==> src/rtl/lesb_pkg.sv <==
`timescale 1ns / 1ps
// ---------------------------------------------------------------------------
// lesb_pkg
// Shared types, codes and constants of the line-editing serial buffer.
// ---------------------------------------------------------------------------
package lesb_pkg;

    // default ring store depth
    localparam int LESB_DEPTH_DEF = 128;

    // stream word widths
    localparam int IN_TDATA_W  = 16;
    localparam int IN_TUSER_W  = 2;
    localparam int OUT_TDATA_W = 24;
    localparam int CHAR_W      = 8;
    localparam int ID_W        = 4;
    localparam int ECHO_N_W    = 2;

    // character codes
    localparam logic [CHAR_W-1:0] CH_BS  = 8'h08;
    localparam logic [CHAR_W-1:0] CH_LF  = 8'h0A;
    localparam logic [CHAR_W-1:0] CH_CR  = 8'h0D;
    localparam logic [CHAR_W-1:0] CH_SP  = 8'h20;
    localparam logic [CHAR_W-1:0] CH_DEL = 8'h7F;

    // event kind carried in tuser
    typedef enum logic [IN_TUSER_W-1:0] {
        MODE_UART = 2'd0,
        MODE_PUT  = 2'd1,
        MODE_GET  = 2'd2,
        MODE_NOP  = 2'd3
    } t_mode;

    // controller states
    typedef enum logic [1:0] {
        ST_IDLE,
        ST_PUSH,
        ST_SERVE,
        ST_EMIT
    } t_state;

    // controller to datapath
    typedef struct packed {
        logic load;
        logic push;
        logic serve;
        logic emit;
    } t_cmd;

    // datapath to controller
    typedef struct packed {
        logic echo_pend;
        logic echo_last;
        logic out_free;
    } t_sts;

endpackage

==> src/rtl/lesb_ram.sv <==
`timescale 1ns / 1ps
// ---------------------------------------------------------------------------
// lesb_ram
// Simple dual-port RAM, one write port and one registered read port.
// ---------------------------------------------------------------------------
module lesb_ram #(
    parameter int WIDTH = 8,
    parameter int DEPTH = 128
) (
    input  logic                     i_clk,
    input  logic                     i_we,
    input  logic [$clog2(DEPTH)-1:0] i_waddr,
    input  logic [WIDTH-1:0]         i_wdata,
    input  logic                     i_re,
    input  logic [$clog2(DEPTH)-1:0] i_raddr,
    output logic [WIDTH-1:0]         o_rdata
);

    logic [WIDTH-1:0] r_mem [DEPTH];
    logic [WIDTH-1:0] r_rdata;

    // write port
    always_ff @(posedge i_clk) begin
        if (i_we) begin
            r_mem[i_waddr] <= i_wdata;
        end
    end

    // registered read, held until the next read
    always_ff @(posedge i_clk) begin
        if (i_re) begin
            r_rdata <= r_mem[i_raddr];
        end
    end

    assign o_rdata = r_rdata;

endmodule

==> src/rtl/lesb_ctrl.sv <==
`timescale 1ns / 1ps
// ---------------------------------------------------------------------------
// lesb_ctrl
// Sequencer: accept and edit, push echo bytes, serve, load the result.
// ---------------------------------------------------------------------------
module lesb_ctrl import lesb_pkg::*; (
    input  logic i_clk,
    input  logic i_rst_n,
    input  logic i_in_valid,
    output logic o_in_ready,
    input  t_sts i_sts,
    output t_cmd o_cmd
);

    t_state r_state;
    t_state n_state;

    // state register
    always_ff @(posedge i_clk) begin
        if (!i_rst_n) begin
            r_state <= ST_IDLE;
        end else begin
            r_state <= n_state;
        end
    end

    // next state
    always_comb begin
        n_state = r_state;
        case (r_state)
            ST_IDLE: begin
                if (i_in_valid) begin
                    n_state = ST_PUSH;
                end
            end
            ST_PUSH: begin
                if (i_sts.echo_last) begin
                    n_state = ST_SERVE;
                end
            end
            ST_SERVE: begin
                n_state = ST_EMIT;
            end
            ST_EMIT: begin
                if (i_sts.out_free) begin
                    n_state = ST_IDLE;
                end
            end
            default: begin
                n_state = ST_IDLE;
            end
        endcase
    end

    // commands
    always_comb begin
        o_in_ready  = 1'b0;
        o_cmd       = '0;
        case (r_state)
            ST_IDLE: begin
                o_in_ready = 1'b1;
                o_cmd.load = i_in_valid;
            end
            ST_PUSH: begin
                o_cmd.push = i_sts.echo_pend;
            end
            ST_SERVE: begin
                o_cmd.serve = 1'b1;
            end
            ST_EMIT: begin
                o_cmd.emit = i_sts.out_free;
            end
            default: begin
                o_in_ready = 1'b0;
            end
        endcase
    end

endmodule

==> src/rtl/lesb_dp.sv <==
`timescale 1ns / 1ps
// ---------------------------------------------------------------------------
// lesb_dp
// Datapath: line editing, ring pointers and counts, echo queue, result word.
// ---------------------------------------------------------------------------
module lesb_dp import lesb_pkg::*; #(
    parameter int BUFFER_DEPTH = LESB_DEPTH_DEF
) (
    input  logic                   i_clk,
    input  logic                   i_rst_n,
    input  t_cmd                   i_cmd,
    output t_sts                   o_sts,
    input  logic [IN_TDATA_W-1:0]  i_tdata,
    input  logic [IN_TUSER_W-1:0]  i_tuser,
    input  logic                   i_out_ready,
    output logic                   o_out_valid,
    output logic [OUT_TDATA_W-1:0] o_out_data
);

    localparam int PW = $clog2(BUFFER_DEPTH);
    localparam int CW = $clog2(BUFFER_DEPTH + 1);
    localparam logic [PW-1:0] PTR_LAST = PW'(BUFFER_DEPTH - 1);
    localparam logic [CW-1:0] CNT_FULL = CW'(BUFFER_DEPTH);
    localparam logic [CW:0]   LVL_FULL = (CW + 1)'(BUFFER_DEPTH);

    // input word fields
    t_mode             w_mode;
    logic              w_rxv;
    logic              w_txd;
    logic [CHAR_W-1:0] w_byte;
    logic [ID_W-1:0]   w_req;

    // control state
    logic [PW-1:0] r_iwp, n_iwp, r_irp, n_irp, r_owp, n_owp, r_orp, n_orp;
    logic [CW-1:0] r_ready, n_ready, r_edit, n_edit, r_ocnt, n_ocnt;
    logic          r_wait, n_wait, r_tx_idle, n_tx_idle;
    logic [ID_W-1:0] r_rid, n_rid;
    logic [ECHO_N_W-1:0] r_echo_n, n_echo_n;
    logic          r_ov, n_ov;

    // payload
    logic [3*CHAR_W-1:0] r_echo, n_echo;
    logic          r_put_ref, n_put_ref, r_get_ref, n_get_ref;
    logic          r_srx, n_srx, r_stx, n_stx;
    logic [ID_W-1:0] r_sid, n_sid;
    logic [OUT_TDATA_W-1:0] r_odata, n_odata;

    // store ports
    logic              in_we, in_re, out_we, out_re;
    logic [CHAR_W-1:0] in_wdata, in_rdata, out_rdata;

    logic w_full, w_ofull, w_is_bs, w_is_eol, w_is_prt;
    logic [CW:0] w_lvl;

    assign w_mode = t_mode'(i_tuser);
    assign w_rxv  = i_tdata[0];
    assign w_txd  = i_tdata[1];
    assign w_byte = i_tdata[9:2];
    assign w_req  = i_tdata[13:10];

    // line and store occupancy
    assign w_lvl   = {1'b0, r_ready} + {1'b0, r_edit};
    assign w_full  = (w_lvl >= LVL_FULL);
    assign w_ofull = (r_ocnt == CNT_FULL);

    // received byte classes
    assign w_is_bs  = (w_byte == CH_BS) || (w_byte == CH_DEL);
    assign w_is_eol = (w_byte == CH_CR) || (w_byte == CH_LF);
    assign w_is_prt = (w_byte >= CH_SP) && (w_byte < CH_DEL);

    // next values
    always_comb begin
        n_iwp = r_iwp;  n_irp = r_irp;  n_owp = r_owp;  n_orp = r_orp;
        n_ready = r_ready;  n_edit = r_edit;  n_ocnt = r_ocnt;
        n_wait = r_wait;  n_tx_idle = r_tx_idle;  n_rid = r_rid;
        n_echo = r_echo;  n_echo_n = r_echo_n;
        n_put_ref = r_put_ref;  n_get_ref = r_get_ref;
        n_srx = r_srx;  n_stx = r_stx;  n_sid = r_sid;
        n_ov = r_ov;  n_odata = r_odata;
        in_we = 1'b0;  in_wdata = w_byte;  in_re = 1'b0;
        out_we = 1'b0;  out_re = 1'b0;

        // event: edit line, queue echo, put or get
        if (i_cmd.load) begin
            n_put_ref = 1'b0;
            n_get_ref = 1'b0;
            case (w_mode)
                MODE_UART: begin
                    if (w_rxv) begin
                        if (w_is_bs) begin
                            if (r_edit != '0) begin
                                n_edit   = r_edit - CW'(1);
                                n_iwp    = (r_iwp == '0) ? PTR_LAST : r_iwp - PW'(1);
                                n_echo   = {CH_BS, CH_SP, CH_BS};
                                n_echo_n = ECHO_N_W'(3);
                            end
                        end else if (w_is_eol) begin
                            if (!w_full) begin
                                in_we    = 1'b1;
                                in_wdata = CH_LF;
                                n_iwp    = (r_iwp == PTR_LAST) ? '0 : r_iwp + PW'(1);
                                n_ready  = r_ready + r_edit + CW'(1);
                                n_edit   = '0;
                                n_echo   = {{CHAR_W{1'b0}}, CH_LF, CH_CR};
                                n_echo_n = ECHO_N_W'(2);
                            end
                        end else if (w_is_prt) begin
                            if (!w_full) begin
                                in_we    = 1'b1;
                                n_iwp    = (r_iwp == PTR_LAST) ? '0 : r_iwp + PW'(1);
                                n_edit   = r_edit + CW'(1);
                                n_echo   = {{(2*CHAR_W){1'b0}}, w_byte};
                                n_echo_n = ECHO_N_W'(1);
                            end
                        end
                    end
                    if (w_txd) begin
                        n_tx_idle = 1'b1;
                    end
                end
                MODE_PUT: begin
                    n_echo    = {{(2*CHAR_W){1'b0}}, w_byte};
                    n_echo_n  = ECHO_N_W'(1);
                    n_put_ref = w_ofull;
                end
                MODE_GET: begin
                    if (r_wait) begin
                        n_get_ref = 1'b1;
                    end else begin
                        n_wait = 1'b1;
                        n_rid  = w_req;
                    end
                end
                default: begin
                    n_echo_n = '0;
                end
            endcase
        end

        // one queued byte into the transmit store, dropped when full
        if (i_cmd.push) begin
            if (!w_ofull) begin
                out_we = 1'b1;
                n_owp  = (r_owp == PTR_LAST) ? '0 : r_owp + PW'(1);
                n_ocnt = r_ocnt + CW'(1);
            end
            n_echo   = {{CHAR_W{1'b0}}, r_echo[3*CHAR_W-1:CHAR_W]};
            n_echo_n = r_echo_n - ECHO_N_W'(1);
        end

        // serve waiting reader and idle transmitter
        if (i_cmd.serve) begin
            n_srx = r_wait && (r_ready != '0);
            n_stx = r_tx_idle && (r_ocnt != '0);
            n_sid = r_rid;
            if (r_wait && (r_ready != '0)) begin
                in_re   = 1'b1;
                n_irp   = (r_irp == PTR_LAST) ? '0 : r_irp + PW'(1);
                n_ready = r_ready - CW'(1);
                n_wait  = 1'b0;
            end
            if (r_tx_idle && (r_ocnt != '0)) begin
                out_re    = 1'b1;
                n_orp     = (r_orp == PTR_LAST) ? '0 : r_orp + PW'(1);
                n_ocnt    = r_ocnt - CW'(1);
                n_tx_idle = 1'b0;
            end
        end

        // result register
        if (i_cmd.emit) begin
            n_ov    = 1'b1;
            n_odata = {r_get_ref, r_put_ref,
                       r_stx ? out_rdata : {CHAR_W{1'b0}}, r_stx,
                       r_srx ? r_sid : {ID_W{1'b0}},
                       r_srx ? in_rdata : {CHAR_W{1'b0}}, r_srx};
        end else if (i_out_ready) begin
            n_ov = 1'b0;
        end
    end

    // control registers
    always_ff @(posedge i_clk) begin
        if (!i_rst_n) begin
            r_iwp     <= '0;
            r_irp     <= '0;
            r_owp     <= '0;
            r_orp     <= '0;
            r_ready   <= '0;
            r_edit    <= '0;
            r_ocnt    <= '0;
            r_wait    <= 1'b0;
            r_tx_idle <= 1'b1;
            r_rid     <= '0;
            r_echo_n  <= '0;
            r_ov      <= 1'b0;
        end else begin
            r_iwp     <= n_iwp;
            r_irp     <= n_irp;
            r_owp     <= n_owp;
            r_orp     <= n_orp;
            r_ready   <= n_ready;
            r_edit    <= n_edit;
            r_ocnt    <= n_ocnt;
            r_wait    <= n_wait;
            r_tx_idle <= n_tx_idle;
            r_rid     <= n_rid;
            r_echo_n  <= n_echo_n;
            r_ov      <= n_ov;
        end
    end

    // payload registers
    always_ff @(posedge i_clk) begin
        r_echo    <= n_echo;
        r_put_ref <= n_put_ref;
        r_get_ref <= n_get_ref;
        r_srx     <= n_srx;
        r_stx     <= n_stx;
        r_sid     <= n_sid;
        r_odata   <= n_odata;
    end

    // receive line store
    lesb_ram #(
        .WIDTH (CHAR_W),
        .DEPTH (BUFFER_DEPTH)
    ) u_in_ram (
        .i_clk   (i_clk),
        .i_we    (in_we),
        .i_waddr (r_iwp),
        .i_wdata (in_wdata),
        .i_re    (in_re),
        .i_raddr (r_irp),
        .o_rdata (in_rdata)
    );

    // transmit store
    lesb_ram #(
        .WIDTH (CHAR_W),
        .DEPTH (BUFFER_DEPTH)
    ) u_out_ram (
        .i_clk   (i_clk),
        .i_we    (out_we),
        .i_waddr (r_owp),
        .i_wdata (r_echo[CHAR_W-1:0]),
        .i_re    (out_re),
        .i_raddr (r_orp),
        .o_rdata (out_rdata)
    );

    // status and outputs
    assign o_sts.echo_pend = (r_echo_n != '0);
    assign o_sts.echo_last = (r_echo_n <= ECHO_N_W'(1));
    assign o_sts.out_free  = !r_ov || i_out_ready;
    assign o_out_valid     = r_ov;
    assign o_out_data      = r_odata;

endmodule

==> src/rtl/line_edit_serial_buffer_core.sv <==
`timescale 1ns / 1ps
// ---------------------------------------------------------------------------
// line_edit_serial_buffer_core
// Canonical tty line discipline with receive-line and transmit ring stores.
// ---------------------------------------------------------------------------
//  channel  dir  tdata (lsb up)                              tuser
//  s_axis   in   rx_valid, tx_done, data_byte, requester_id  mode
//  m_axis   out  reply_valid, reply_char, reply_to,          -
//                tx_valid, tx_char, put_refused, get_refused
//
//  an event is accepted and edited; its echo bytes, three for backspace,
//  two for CR or LF, go one per cycle through the transmit store write
//  port, then a serve step starts the registered store reads
//  reset is synchronous; the ring stores are not cleared, only pointers,
//  counts and control flags, so the block takes a word straight after reset
//  a result waits in the output register while the next word is accepted;
//  the following result waits until that register is free
// ---------------------------------------------------------------------------
module line_edit_serial_buffer_core import lesb_pkg::*; #(
    parameter int BUFFER_DEPTH = LESB_DEPTH_DEF
) (
    input  logic                   i_clk,
    input  logic                   i_rst_n,
    input  logic                   s_axis_tvalid,
    output logic                   s_axis_tready,
    // rx_valid, tx_done, data_byte, requester_id, zero fill
    input  logic [IN_TDATA_W-1:0]  s_axis_tdata,
    // mode
    input  logic [IN_TUSER_W-1:0]  s_axis_tuser,
    output logic                   m_axis_tvalid,
    input  logic                   m_axis_tready,
    // reply_valid, reply_char, reply_to, tx_valid, tx_char,
    // put_refused, get_refused
    output logic [OUT_TDATA_W-1:0] m_axis_tdata
);

    t_cmd cmd;
    t_sts sts;

    // sequencer
    lesb_ctrl u_ctrl (
        .i_clk      (i_clk),
        .i_rst_n    (i_rst_n),
        .i_in_valid (s_axis_tvalid),
        .o_in_ready (s_axis_tready),
        .i_sts      (sts),
        .o_cmd      (cmd)
    );

    // datapath
    lesb_dp #(
        .BUFFER_DEPTH (BUFFER_DEPTH)
    ) u_dp (
        .i_clk       (i_clk),
        .i_rst_n     (i_rst_n),
        .i_cmd       (cmd),
        .o_sts       (sts),
        .i_tdata     (s_axis_tdata),
        .i_tuser     (s_axis_tuser),
        .i_out_ready (m_axis_tready),
        .o_out_valid (m_axis_tvalid),
        .o_out_data  (m_axis_tdata)
    );

`ifndef NO_ASSERTIONS
    // no new word while echo bytes are still going into the store
    a_push_blocks_input: assert property (@(posedge i_clk) disable iff (!i_rst_n)
        cmd.push |-> !s_axis_tready)
        else $error("word accepted during echo push");

    // an accepted word occupies the block for at least the next cycle
    a_accept_busy: assert property (@(posedge i_clk) disable iff (!i_rst_n)
        (s_axis_tvalid && s_axis_tready) |=> !s_axis_tready)
        else $error("input ready right after accept");

    // loading a result always shows it on the output
    a_emit_shows: assert property (@(posedge i_clk) disable iff (!i_rst_n)
        cmd.emit |=> m_axis_tvalid)
        else $error("result loaded but not presented");

    // at most one command per cycle
    a_cmd_onehot: assert property (@(posedge i_clk) disable iff (!i_rst_n)
        $onehot0({cmd.load, cmd.push, cmd.serve, cmd.emit}))
        else $error("overlapping commands");
`endif

endmodule

==> config.mk <==
export PLATFORM = sky130hd
export DESIGN_NAME = line_edit_serial_buffer_core
export DESIGN_NICKNAME = d
export VERILOG_FILES = /design/src/rtl/lesb_pkg.sv /design/src/rtl/lesb_ram.sv /design/src/rtl/lesb_ctrl.sv /design/src/rtl/lesb_dp.sv /design/src/rtl/line_edit_serial_buffer_core.sv
export SDC_FILE = /design/constraint.sdc
export NUM_CORES = 2
export LEC_CHECK = 0
export BUFFER_PORTS_ARGS = -buffer_cell sky130_fd_sc_hd__buf_2
export CAP_MARGIN = 20
export CELL_PAD_IN_SITES_DETAIL_PLACEMENT = 1
export CELL_PAD_IN_SITES_GLOBAL_PLACEMENT = 2
export CORE_MARGIN = 5
export CORE_UTILIZATION = 52
export CTS_BUF_LIST = sky130_fd_sc_hd__clkbuf_4 sky130_fd_sc_hd__clkbuf_8
export DETAILED_ROUTE_END_ITERATION = 10
export PLACE_DENSITY = 0.83
export SYNTH_ARGS = -nofsm -noshare
export SYNTH_HDL_FRONTEND = slang
export SYNTH_SLANG_ARGS = --single-unit
==> constraint.sdc <==
create_clock -name i_clk -period 5.05 [get_ports i_clk]
set_input_delay 0.505 -clock i_clk [delete_from_list [all_inputs] [get_ports i_clk]]
set_output_delay 0.505 -clock i_clk [all_outputs]
set_load 0.02 [all_outputs]
After elaboration in Yosys (flattened, before gate mapping)
Memories as Yosys holds them, arrays and structs flattened. A register that Yosys moved wholly into a read port is not among the register bits.
Index checks and enable logic that the tools add are counted.
Word-level totals
  register bits: 119
  memories kept: 2
  memory bits (read-only): 0
  bits in latches: 0
  input port bits: 22
  output and inout port bits: 26
  RAM bits: 2048
Memory list
  u_dp.u_in_ram.r_mem: depth 128, bits a word 8, rd ports 1, clocked after memory_dff 1, wr ports 1, RTL line lesb_ram.sv:19  | logic [WIDTH-1:0] r_mem [DEPTH];
  u_dp.u_out_ram.r_mem: depth 128, bits a word 8, rd ports 1, clocked after memory_dff 1, wr ports 1, RTL line lesb_ram.sv:19
Cells by class
  equal/unequal tests: 28
  $lt $le $gt $ge: 4
  reductions and logical operators: 29
  add/subtract/negate cells: 14
  $mul: 0
  bitwise operators: 2
  div/mod/pow operators: 0
  shift-type cells: 0
  multiplexer cells: 92
Operators by type and width (number)
  2-to-1 mux 8 bit: 24
  2-to-1 mux 24 bit: 7
  2-to-1 mux 7 bit: 10
  case mux 24 bit (2 select lines): 1
  2-to-1 mux 1 bit: 34
  2-to-1 mux 16 bit: 2
  adder 7 x 1 -> 7 bit, second input constant: 4
  equality test 7 bit, second input constant: 4
  adder 8 x 1 -> 8 bit, second input constant: 3
  equality test 8 x 4 -> 1 bit, second input constant: 3
  2-to-1 mux 2 bit: 12
  AND reduction 6 bit: 4
  nonzero test 8 bit: 3
  subtractor 8 x 1 -> 8 bit, second input constant: 3
  inequality test 2 bit, second input constant: 6
  adder 8 x 8 -> 9 bit: 1
  greater-or-equal comparator 9 x 8 -> 1 bit, second input constant: 1
  inequality test 3 bit, second input constant: 3
  adder 8 bit: 1
  equality test 8 x 7 -> 1 bit, second input constant: 1
  equality test 8 bit, second input constant: 1
  greater-or-equal comparator 8 x 6 -> 1 bit, second input constant: 1
  < comparator 8 x 7 -> 1 bit, second input constant: 1
  inequality test 4 bit, second input constant: 2
  other kinds (21): 37

Depth between registers and ports, before layout
  word-level depth: 11
  mapped depth: 12
  mapped depth without buffers: 11

Cells and area by module
Synthesis repeated with hierarchy kept, for this count alone.
Unflattened totals
  cells, all modules: 3929
  area total of the unflattened synthesis: 85383.1 um2
By module, submodules not included
  lesb_ram: sequential area each 30989.7 um2, instances 2, cells each 1635, area each 39745.6 um2
  lesb_dp: sequential area each 2532.4 um2, instances 1, cells each 638, area each 5716.7 um2
  lesb_ctrl: sequential area each 40.0 um2, instances 1, cells each 21, area each 175.2 um2

Worst setup path before layout
Ideal clock, no wire load.
  path kind: in2reg
  start point: input s_axis_tdata[2]
  end point: memory u_dp.u_in_ram.r_mem[0][1] (data pin)
  data required time: 4.498 ns
  path buffers: 0
  stages: 5
  setup slack: 1.130 ns
  arrival time: 3.367 ns
  cells stage by stage: or3b_1 > a2111o_1 > nor3_1 > o21ai_1 > nand2b_1
Between the ends
  cells in the longest elaborated chain, start to end: 7
  elaborated cells between the ends (all ways): 11
Ends and longest elaborated chain
  start, declared: RTL line line_edit_serial_buffer_core.sv:27  | input logic [IN_TDATA_W-1:0] s_axis_tdata,
  equality test 8 x 4 -> 1 bit: RTL line lesb_dp.sv:68  | assign w_is_eol = (w_byte == CH_CR) || (w_byte == CH_LF);
  logical OR 1 bit: RTL line lesb_dp.sv:68
  2-to-1 mux 8 bit: RTL line lesb_dp.sv:97  | end else if (w_is_eol) begin
  2-to-1 mux 8 bit *: RTL line lesb_dp.sv:90  | if (w_is_bs) begin
  2-to-1 mux 8 bit *: RTL line lesb_dp.sv:89  | if (w_rxv) begin
  2-to-1 mux 8 bit *: RTL line lesb_dp.sv:87  | case (w_mode)
  2-to-1 mux 8 bit *: RTL line lesb_dp.sv:84  | if (i_cmd.load) begin
  named net u_dp.in_wdata[1]: RTL line lesb_dp.sv:50  | logic [CHAR_W-1:0] in_wdata, in_rdata, out_rdata;
  end, declared: RTL line lesb_ram.sv:19
The timed path passes the listed nets; every way through them passes the cells marked *.

Worst setup path after layout
  start point: register u_dp.r_edit[5]
  end point: memory u_dp.u_in_ram.r_mem[67][3], enable pin
Between the ends
  cells in the longest elaborated chain, start to end: 11
Ends and longest elaborated chain
  start, declared: RTL line lesb_dp.sv:35  | logic [CW-1:0] r_ready, n_ready, r_edit, n_edit, r_ocnt, n_ocnt;
  start signal, assigned: RTL line lesb_dp.sv:203  | r_edit <= n_edit;
  adder 8 x 8 -> 9 bit *: RTL line lesb_dp.sv:62  | assign w_lvl = {1'b0, r_ready} + {1'b0, r_edit};
  greater-or-equal comparator 9 x 8 -> 1 bit *: RTL line lesb_dp.sv:63  | assign w_full = (w_lvl >= LVL_FULL);
  2-to-1 mux 1 bit *: RTL line lesb_dp.sv:98, lesb_dp.sv:108
  2-to-1 mux 1 bit: RTL line lesb_dp.sv:107  | end else if (w_is_prt) begin
  2-to-1 mux 1 bit *: RTL line lesb_dp.sv:97
  2-to-1 mux 1 bit *: RTL line lesb_dp.sv:90
  2-to-1 mux 1 bit *: RTL line lesb_dp.sv:89
  2-to-1 mux 1 bit *: RTL line lesb_dp.sv:87
  2-to-1 mux 1 bit *: RTL line lesb_dp.sv:84
  2-to-1 mux 1 bit *: RTL line lesb_ram.sv:24  | if (i_we) begin
  2-to-1 mux 1 bit (implied by the code) *: RTL line lesb_ram.sv:25  | r_mem[i_waddr] <= i_wdata;
Every way passes the cells marked *; elsewhere a longest branch is shown, timed or not.

==> results_dict.tcl <==
set metrics [dict create \
    status "finished, final reports clean" \
    rsz0062_at_grt "no" \
    synth_area_per_cell_um2 20.4 \
    vias_per_cell 6.23 \
    critPathMaxFanout 16 \
    routed-via-count 43300 \
    max-vdd-ir-drop_v 0.000341 \
    skew_ps 60.1 \
    die-width_um 416 \
    synthFlopType "edfxtp_1" \
    core_area_um2 164000 \
    postCtsHoldBufs 19 \
    synth_seq_cells 2171 \
    cts_max_level 5 \
    reg2reg_depth 8 \
    drive_gt1_frac 0.275 \
    intPower_mw 28.4 \
    crit_required_ps 5660 \
    drt_iter0_markers 4541 \
    grt_pass1_vias 45900 \
    root_buffer "clkbuf_8" \
    clock_sinks 2171 \
    routed_wl_mm 214 \
    hold_end "u_dp.r_echo[6]" \
    synth_cells 4204 \
    end_kind "flop" \
    gr-usage-met2 0.415 \
    clk_pin_slew_ps 60 \
    yosys.area_share.simple 0.0358 \
    worst_pin_slew_ps 1120 \
    track_usage 0.248 \
    final_nets 4558 \
    dp_slack_ps 884 \
    wl_per_cell_um 30.8 \
    antenna_left 0 \
    cts_setup_buffers 0 \
    dp_hpwl_mm 130 \
    max_freq_ghz 0.240 \
    total_power_mw 36.4 \
    worstSkewPairLatency_ps 1010 \
    hold_violations 0 \
    synth_compound_area_frac 0.0230 \
    arrival_ps 4780 \
    grt_max_degree 113 \
    switching_power_mw 7.98 \
    p_leak_nw 28.9 \
    gr-usage-met1 0.334 \
    initial_core_util 0.521 \
    yosysUniqueCellTypes 68 \
    fin_ws_ps 877 \
    overflow 0 \
    switching_share 0.220 \
    yosysSeqAreaShare 0.754 \
    seqPwrFrac 0.556 \
    syn_area_um2 85600 \
    max_slew_margin 0.247 \
    hold_depth 3 \
    setup_viol 0 \
    synth_adder_area_share 0.00470 \
    tns_ps 0 \
    synth_top_family_by_area "multiplexers" \
    syn-num-nets 4257 \
    die_area_um2 173000 \
    antenna_found_initial 2 \
    utilization 0.581 \
    worstReg2RegStart "u_dp.r_edit[5]" \
    clock_path_buffers 4 \
    synth_enable_flop_cells 2107 \
    path_class "flop to flop" \
    ios 48 \
    rows 149 \
    met3_usage 0.0414 \
    synthXorXnorAreaFrac 0.00286 \
    hold_start "s_axis_tdata[0]" \
    hold_class "input port to flop" \
    worstReg2RegEnd "u_dp.u_in_ram.r_mem[67][3]" \
    fin_crit_sh 0.826 \
    fin_crit_ps 4170 \
    busiest_layer "met2" \
    cts_made_buffers 351 \
    synth_mux_area_frac 0.166 \
    drt_first_pass_iters 6 \
    areaGrowthSynthToFinish_pct 11.6 \
    ys.warnings.count 0 \
    worstSetupStartpointType "flop" \
    io_buffer_count 45 \
    power.density_nw_per_um2 381 \
    drv_cap 0 \
    cts_tree "yes" \
    place.gp.congestion 0.804 \
    r2r_slack_ps 880 \
    pwr-share-clk 0.399 \
    async_flop_share 0 \
    die_y_um 416 \
    grt_pass1_wl_mm 317 \
    cts_resized 0 \
    drv_slew 0 \
    drc_errors 0 \
    combPwrFrac 0.044 \
]
-- logic make-up after synthesis --
| family | count (synthesis) |
|---|---|
| AO/OA/AOI/OAI | 301 |
| adder cells (fa/ha/maj) | 31 |
| flip-flops | 2171 |
| XOR/XNOR | 28 |
| buffers and inverters | 264 |
| multiplexers | 717 |
| AND/OR/NAND/NOR | 692 |
-- flip-flops by register name (all words and copies together), names as in the netlist, 4 cells and up --
register / cells
u_dp.o_out_data: 24
u_dp.r_irp: 7
u_dp.r_iwp: 7
u_dp.r_ocnt: 8
u_dp.r_echo: 12
u_dp.u_out_ram.r_mem: 1024
u_dp.u_out_ram.o_rdata: 8
u_dp.r_edit: 8
u_dp.u_in_ram.o_rdata: 8
u_dp.r_owp: 7
u_dp.r_sid: 4
u_dp.r_ready: 8
u_dp.u_in_ram.r_mem: 1024
u_dp.r_orp: 7
u_dp.r_rid: 4
-- placed cells by master (no fill, tap or decap), types with 30 or more instances in the layout --
cell and n:
a211oi_1 39, a21oi_1 75, buf_2 40, buf_4 102, clkbuf_4 102, clkbuf_8 362
clkinv_1 76, clkinv_2 51, dfxtp_1 54, edfxtp_1 2107, mux2i_1 138, mux4_2 561
nand2_1 102, nand3_1 50, nor2_1 375, nor2b_1 32, nor3_1 30, o21ai_0 65
-- worst max path at each step --
stage | from | to
after detailed placement | s_axis_tdata[2] | u_dp.u_in_ram.r_mem[67][2]
after global placement | s_axis_tdata[2] | u_dp.u_in_ram.r_mem[67][2]
after global routing | u_dp.r_edit[5] | u_dp.u_in_ram.r_mem[35][0]
after floorplan | s_axis_tdata[2] | u_dp.u_in_ram.r_mem[0][1]
after CTS | u_dp.r_edit[5] | u_dp.u_in_ram.r_mem[67][2]
final | u_dp.r_edit[5] | u_dp.u_in_ram.r_mem[67][3]
-- cell usage after synthesis, types with 9 or more instances --
master / count / share of area
mux2i_1: 138 / 0.016
dfxtp_1: 64 / 0.015
inv_1: 28 / 0.0012
and3_1: 9 / 0.00066
nor3_1: 30 / 0.0018
a2111oi_0: 10 / 0.0010
clkbuf_1: 109 / 0.0048
buf_4: 16 / 0.0014
mux4_2: 561 / 0.15
ha_1: 29 / 0.0042
nand2_1: 105 / 0.0046
o21ai_0: 65 / 0.0038
o221ai_1: 19 / 0.0019
o22ai_1: 16 / 0.0012
a21oi_1: 75 / 0.0044
and2_1: 26 / 0.0019
buf_2: 77 / 0.0045
a31oi_1: 10 / 0.00073
edfxtp_1: 2107 / 0.74
nand4_1: 17 / 0.0012
nand3_1: 50 / 0.0029
xor2_1: 12 / 0.0012
nor2b_1: 34 / 0.0025
mux2_2: 18 / 0.0024
nand2b_1: 10 / 0.00073
xnor2_1: 16 / 0.0016
nor2_1: 375 / 0.016
a211oi_1: 39 / 0.0034
buf_1: 28 / 0.0012
-- metrics by stage --
| stage | instance area (um2) | cells | hold slack, ps |
|---|---|---|---|
| floorplan | 85600 | 4204 | 400 |
| global placement | 88700 | 6317 | 414 |
| detailed placement | 88700 | 6318 | 418 |
| CTS | 95400 | 6941 | 30.4 |
| global route | 95500 | 6947 | 14.2 |
| finish | 95500 | 6950 | 78.7 |
-- routing by layer --
metal / routed length [um] / part of all wire
met2: 109000 / 0.51
met5: 0 / 0
met1: 83100 / 0.39
met3: 14000 / 0.065
met4: 8100 / 0.038
-- critical path: stages (launching register included) --
cell and delay, ps:
dfxtp_1 470, ha_1 330, o21ai_0 280, a21oi_1 120, nor4_1 490, o21a_2 300
nand2_2 110, or3_2 880, nor2_1 790
-- power by group through the flow --
stage	Combinational [mW]	Clock, mW	Sequential [mW]
finish	1.61	14.5	20.2
global route	1.73	15.8	20.2
CTS	1.61	14.8	20.2
detailed placement	1.60	0	20.6
global placement	1.52	0	20.6
floorplan	0.805	0	20.8
-- layout make-up --
cell class / instances / area [um2]
fill: 14200 / 68900
sequential: 2171 / 64600
multi-input combinational: 1769 / 19900
clock buffer: 464 / 5750
tap: 2189 / 2740
timing repair buffer: 182 / 1600
clock inverter: 140 / 800
inverter: 30 / 113
antenna: 5 / 12.5
Note: power is estimated with default switching activity, not from simulation.
